==> src/rtl/point_in_polygon_test_top_macros.svh <==
// ----------------------------------------------------------------------------
// point_in_polygon_test_top_macros
// Assertion macros for the point-in-polygon test block.
// ----------------------------------------------------------------------------
`ifndef POINT_IN_POLYGON_TEST_TOP_MACROS_SVH
`define POINT_IN_POLYGON_TEST_TOP_MACROS_SVH

// Clocked assertion, disabled while reset is held.
`define PIP_ASSERT(label, prop, msg) \
    label: assert property (@(posedge clk) disable iff (!rst_n) prop) else $error(msg);

// Clocked assertion that is checked during reset too.
`define PIP_ASSERT_ALWAYS(label, prop, msg) \
    label: assert property (@(posedge clk) prop) else $error(msg);

`endif

==> src/rtl/pip_pkg.sv <==
// ----------------------------------------------------------------------------
// pip_pkg
// Types and constants shared by the point-in-polygon test modules.
// ----------------------------------------------------------------------------
`default_nettype none
package pip_pkg;

    localparam int COORD_W          = 24;
    localparam int DIFF_W           = COORD_W + 1;
    localparam int PROD_W           = 2 * DIFF_W;
    localparam int MAX_VERTICES_DEF = 64;
    localparam int PIPE_DEPTH       = 3;

    typedef enum logic [1:0] {
        OP_CLEAR  = 2'd0,
        OP_APPEND = 2'd1,
        OP_QUERY  = 2'd2,
        OP_NONE   = 2'd3
    } op_t;

    typedef enum logic [1:0] {
        ST_IDLE,
        ST_RUN,
        ST_DRAIN
    } state_t;

    typedef struct packed {
        logic signed [COORD_W-1:0] x;
        logic signed [COORD_W-1:0] y;
        logic                      end_mark;
    } vertex_t;

endpackage
`default_nettype wire

==> src/rtl/pip_cell.sv <==
// ----------------------------------------------------------------------------
// pip_cell
// One vertex slot of the rotating store: loads on append, passes on rotate.
// ----------------------------------------------------------------------------
`default_nettype none
module pip_cell
    import pip_pkg::*;
(
    input  wire logic    clk,
    input  wire logic    load,
    input  wire vertex_t load_data,
    input  wire logic    shift,
    input  wire vertex_t shift_in,
    output vertex_t      data
);

    vertex_t data_reg;

    // hold unless written or rotated
    always_ff @(posedge clk)
    begin
        if (load)
        begin
            data_reg <= load_data;
        end
        else if (shift)
        begin
            data_reg <= shift_in;
        end
    end

    assign data = data_reg;

endmodule
`default_nettype wire

==> config.mk <==
export PLATFORM = sky130hd
export DESIGN_NAME = pip_cell
export DESIGN_NICKNAME = d
export VERILOG_FILES = /design/src/rtl/point_in_polygon_test_top_macros.svh /design/src/rtl/pip_pkg.sv /design/src/rtl/pip_cell.sv
export SDC_FILE = /design/constraint.sdc
export NUM_CORES = 1
export LEC_CHECK = 0
export ABC_CLOCK_PERIOD_IN_PS = 3500
export BUFFER_PORTS_ARGS = -buffer_cell sky130_fd_sc_hd__buf_2
export CORE_UTILIZATION = 45
export CTS_CLUSTER_SIZE = 30
export DETAILED_ROUTE_END_ITERATION = 10
export MAX_ROUTING_LAYER = met4
export PLACE_DENSITY = 0.88
export SLEW_MARGIN = 20
export SYNTH_ARGS = -nofsm -noshare
export SYNTH_HDL_FRONTEND = slang
export SYNTH_SLANG_ARGS = --single-unit
==> constraint.sdc <==
create_clock -name clk -period 3.5 [get_ports clk]
set_clock_uncertainty 0.1 [all_clocks]
set_input_delay 0.525 -clock clk [delete_from_list [all_inputs] [get_ports clk]]
set_output_delay 0.525 -clock clk [all_outputs]
set_load 0.01 [all_outputs]
After elaboration in Yosys (flattened, before gate mapping)
Cells that the tools add are included.
- input bits: 101
- register bits: 49
- output and inout bits: 49
- word-level logic and storage cells: 6
- mux-type cells: 2
- reductions and logical operators: 1
- operators by type and width (cell ; count):
    two-way mux 49 bit ; 2
    nonzero test 2 bit ; 1

Longest topological paths before layout
Gate-level depths: netlist (run 1).
- word-level depth: 2
- mapped depth: 3
- mapped depth without buffers: 1

Worst setup path after synthesis (run 1)
No wires, ideal clock.
- path type: input port to flip-flop
- start point: input load
- end point: register data_reg, in the netlist data[0], enable pin
- arrival time: 1928 ps
- library setup time: 409 ps
- stages on the path: 3
- path buffers: 2
- slack: 1062 ps
- data required time: 2991 ps
- cell sequence: buf_6 > buf_12 > or2_1
- word-level cells in the longest chain between the ends: 1
- ends and longest elaborated chain (item ; line ; text):
    start, declared ; pip_cell.sv:10 ; input wire logic load,
    nonzero test 2 bit (no line) ; n/a ;
    end signal, assigned ; pip_cell.sv:24 ; data_reg <= load_data;
    end signal, assigned ; pip_cell.sv:28 ; data_reg <= shift_in;
    end, declared ; pip_cell.sv:17 ; vertex_t data_reg;
Every way passes these cells.
A chain may end at the register's enable or synchronous reset.

Worst setup path after layout (run 1)
- start point: input load
- end point: register data_reg, in the netlist data[22] (data pin)
- word-level cells in the longest chain between the ends: 1
- ends and longest elaborated chain (item ; line ; text):
    two-way mux 49 bit ; pip_cell.sv:22 ; if (load)
Every way passes these cells.

==> out/qor.yml, run 1 <==
outcome: "complete, no violations"
grt_use_total_pct: 17.1
largest_register_ffs: 49
drive_gt1_share_pct: 80.2
numCtsBuffers: 5
syn_to_final_growth_pct: 36.1
grt_pass1_vias: 1459
grt_max_degree: 50
htreeDepth: 2
drt_iter0_markers: 41
core_area_um2: 4850
grt-ovfl-total: 0
start_kind: "input port"
vdd_drop_max_mv: 0.288
comb_power_share_pct: 18.7
drc: 0
diodes: 0
cts_tree: "done"
maxCapViolCount: 0
cts_hold_repair.buffers: 0
pwr-share-seq_pct: 53.2
syn_area_um2: 2320
vias_per_cell: 4.57
gp_congestion: 0.787
seq_area_frac_synth_pct: 63.3
final_cells: 325
internal_power_mw: 1.08
yosys_warnings: 0
synth-seq-cells: 49
critPathKind: "input port to flop"
tns_ns: 0
p_per_area_nw_per_um2: 436
power.share.clock_pct: 28.1
portBuffers: 149
crit_chain: "buf_2 -> buf_4 -> mux2_4"
cp.arrival_ns: 1.67
ios: 150
min_period_over_period_pct: 49.3
ctsResizeCount: 0
cpPeakStageDelay_ns: 0.67
ant_nets: 0
wl_met3_um: 420
start_util_pct: 47.9
cts-root-buf: "clkbuf_8"
worst-slew-pin-transition_ns: 0.850
firstDrtPassIters: 4
final_common_cell: "buf_2"
leakage_nw: 1.55
synth_cell_types: 5
mostFrequentLayoutCells: "149 x buf_2, 49 x mux2_4, 49 x edfxtp_1"
setup_viol: 0
path_max_fanout: 49
m1WireLength_um: 1730
grt_antenna_before_repair: 0
placed_cells: 317
dieArea_um2: 5460
synthCells: 105
die_w_um: 73.9
finalCriticalPeriod_ns: 1.73
hold_viol: 0
fp-row-count: 25
power.switching_mw: 0.301
dr_total_vias: 1485
nets: 358
crit_required_ns: 3.44
rsz0062_at_grt: "false"
fill_cells: 354
grt_pass1_wl_um: 6640
synth_area_per_cell_um2: 22.1
wl_met2_um: 2490
synth.net_count: 206
max_freq_mhz: 579
top_layer: "met4"
routed_wl_um: 4650
p_sw_share_pct: 21.8
fp.dieH_um: 73.9
cts_setup_buffers: 0
clkTransAtPathRegs_ns: 0.09
wl_per_cell_um: 14.3
end_kind: "flop"
dp_hpwl_um: 3580
relSlewSlack_pct: 43.3
hold_path_class: "input port to flop"
cts.sinks: 49
cts.path.max_buffers: 2
cpMaxStageDelayCell: "buf_4"
slew_violations: 0
## cells in the mapped netlist (all sizes together)
cell type  count  share of area [%]
buf            6                4.8
edfxtp        49                 63
mux2          49                 32
or2            1               0.27
## metal layers
metal  track usage, %  vias up
met5                -        -
met4             3.21        0
met3             6.17        2
met2             31.0       90
met1             17.9      682
li1                 -      711
## stage by stage
stage / util (%) / hold slack (ns) / area (um2) / worst slack, ns / power, mW
final: 65.3 / 0.425 / 3160 / 1.77 / 1.38
after global routing: 65.3 / 0.412 / 3160 / 1.74 / 1.43
after CTS: 65.3 / 0.420 / 3160 / 1.79 / 1.39
after detailed placement: 63.1 / 0.729 / 3060 / 1.46 / 1.01
after global placement: 63.1 / 0.725 / 3060 / 1.51 / 1.00
after floorplan: - / 0.642 / 2320 / 1.06 / 0.894
## cells by family (layout without fill, tap and decap cells)
group         count (synthesis)  after routing  share of synthesized area (%)
flops                        49             49                           63.3
buf+inv                       6            159                           4.79
simple gates                  1              1                          0.269
mux                          49             49                           31.6
## power by group through the flow
stage          combinational (mW)  sequential (mW)  clock (mW)
2_1_floorplan               0.107            0.787           0
3_3_place_gp                0.256            0.746           0
3_5_place_dp                0.262            0.749           0
4_1_cts                     0.262            0.736       0.394
5_1_grt                     0.278            0.743       0.414
6_report                    0.258            0.735       0.387
## path summary, 6_finish.rpt
check | start | to | slack, ns | cells after the start
setup / recovery | load | data[22] | 1.77 | 3
hold / removal | load_data[41] | data[41] | 0.43 | 2
## worst max-delay path: cells and delay by family
family	cells	cell delay (ns)
buffers and inverters	2	0.76
multiplexers	1	0.36
## final cells by class
type                    instances  area, um2  share of cell area (%)
repair buffers                151        761                    24.0
multi-input cells              50        742                    23.4
well taps                      67       83.8                    2.65
clock buffers                   6       72.6                    2.29
flip-flops and latches         49       1470                    46.5
clock inverters                 2       33.8                    1.07
No activity file was read; power rests on OpenSTA's default activity.
==> run 2, diff against run 1 <==
ABC_CLOCK_PERIOD_IN_PS = 1540   (was 3500)
CORE_UTILIZATION = 38   (was 45)
PLACE_DENSITY = 0.79   (was 0.88)
clock period = 1.54 ns   (was 3.5 ns; I/O delays follow)
==> run 2 against run 1 <==
Sequential power is 130% higher. Flip-flop and latch count stayed put. Critical path type is now flop to output pin. Combinational power is 130% higher.
==> out/qor.yml, run 2 (synthesis gave the netlist of run 1 again) <==
largest_register_ffs: 49
cts-root-buf: "clkbuf_8"
diodes: 0
start_kind: "flop"
relSlewSlack_pct: 56.2
portBuffers: 149
grt_use_total_pct: 13.4
wl_per_cell_um: 13.2
vias_per_cell: 4.46
finalCriticalPeriod_ns: 1.18
dieArea_um2: 6430
htreeDepth: 2
total_power_mw: 3.13
grt_antenna_before_repair: 0
outcome: "complete, no violations"
syn_to_final_growth_pct: 37.2
setup_viol: 0
cp.arrival_ns: 0.85
mostFrequentLayoutCells: "149 x buf_2, 49 x mux2_4, 49 x edfxtp_1"
finalInstanceArea_um2: 3190
fp.dieH_um: 80.2
cpPeakStageDelay_ns: 0.40
clkTransAtPathRegs_ns: 0.09
multi_input_area_um2: 744
path_max_fanout: 1
leakage_nw: 1.56
final_cells: 333
ant_nets: 0
hold_path_class: "input port to flop"
grt_max_degree: 50
grt_pass1_vias: 1429
numCtsBuffers: 5
dpl-instance-area_um2: 3080
fill_cells: 497
die_w_um: 80.2
critPathKind: "flop to output pin"
worst-slew-pin-transition_ns: 0.657
dp_slack_ns: 0.112
firstDrtPassIters: 4
grt-ovfl-total: 0
start_util_pct: 39.3
ios: 150
hold_viol: 0
cts.sinks: 49
grt_pass1_wl_um: 6160
setup_ws_ns: 0.362
drc: 0
gp_congestion: 0.659
crit_chain: "buf_2"
ctsResizeCount: 0
core_area_um2: 5920
cpMaxStageDelayCell: "edfxtp_1"
cts_hold_repair.buffers: 0
final_common_cell: "buf_2"
min_period_over_period_pct: 76.5
nets: 358
slew_violations: 0
p_per_area_nw_per_um2: 983
cp_top_family: "flip-flops"
max_freq_mhz: 849
cts_setup_buffers: 0
cts.path.max_buffers: 2
routed_wl_um: 4380
rsz0062_at_grt: "false"
maxCapViolCount: 0
tns_ns: 0
crit_buf_inv: 1
fp-row-count: 28
vdd_drop_max_mv: 0.435
end_kind: "output pin"
drive_gt1_share_pct: 80.2
placed_cells: 325
crit_required_ns: 1.21
cts_tree: "done"
dr_total_vias: 1485
drt_iter0_markers: 59
regArea_um2: 1470
-- run 2: cell counts in the layout (fill, tap and decap cells not counted) --
No cell type changed its count.
-- run 2: report_power, final --
group | internal, mW | switching [mW]
Sequential | 1.64 | 0.0361
Combinational | 0.339 | 0.249
Clock | 0.479 | 0.394
Total | 2.45 | 0.680
-- run 2: path summary, 6_finish.rpt --
| check | end | slack, ns | start | cells past startpoint |
|---|---|---|---|---|
| setup / recovery | data[1] | 0.36 | data[1] | 1 |
| hold / removal | data[3] | 0.13 | load_data[3] | 2 |
-- run 2: final cells by class --
cell class	instances	area share [%]
well taps	75	2.94
multi-input cells	50	23.3
flip-flops and latches	49	46.1
clock buffers	6	2.28
clock inverters	2	1.06
repair buffers	151	24.2
-- run 2: per-layer routing --
layer	routed length, um	track usage, %
met3	433	3.98
met4	36	4.82
met5	0	-
met2	2110	22.7
met1	1810	14.8
-- run 2: metrics by stage --
step	hold WS, ns	util [%]
floorplan	0.348	-
global placement	0.431	52.1
detailed placement	0.435	52.1
CTS	0.121	53.9
global route	0.116	53.9
finish	0.130	53.9
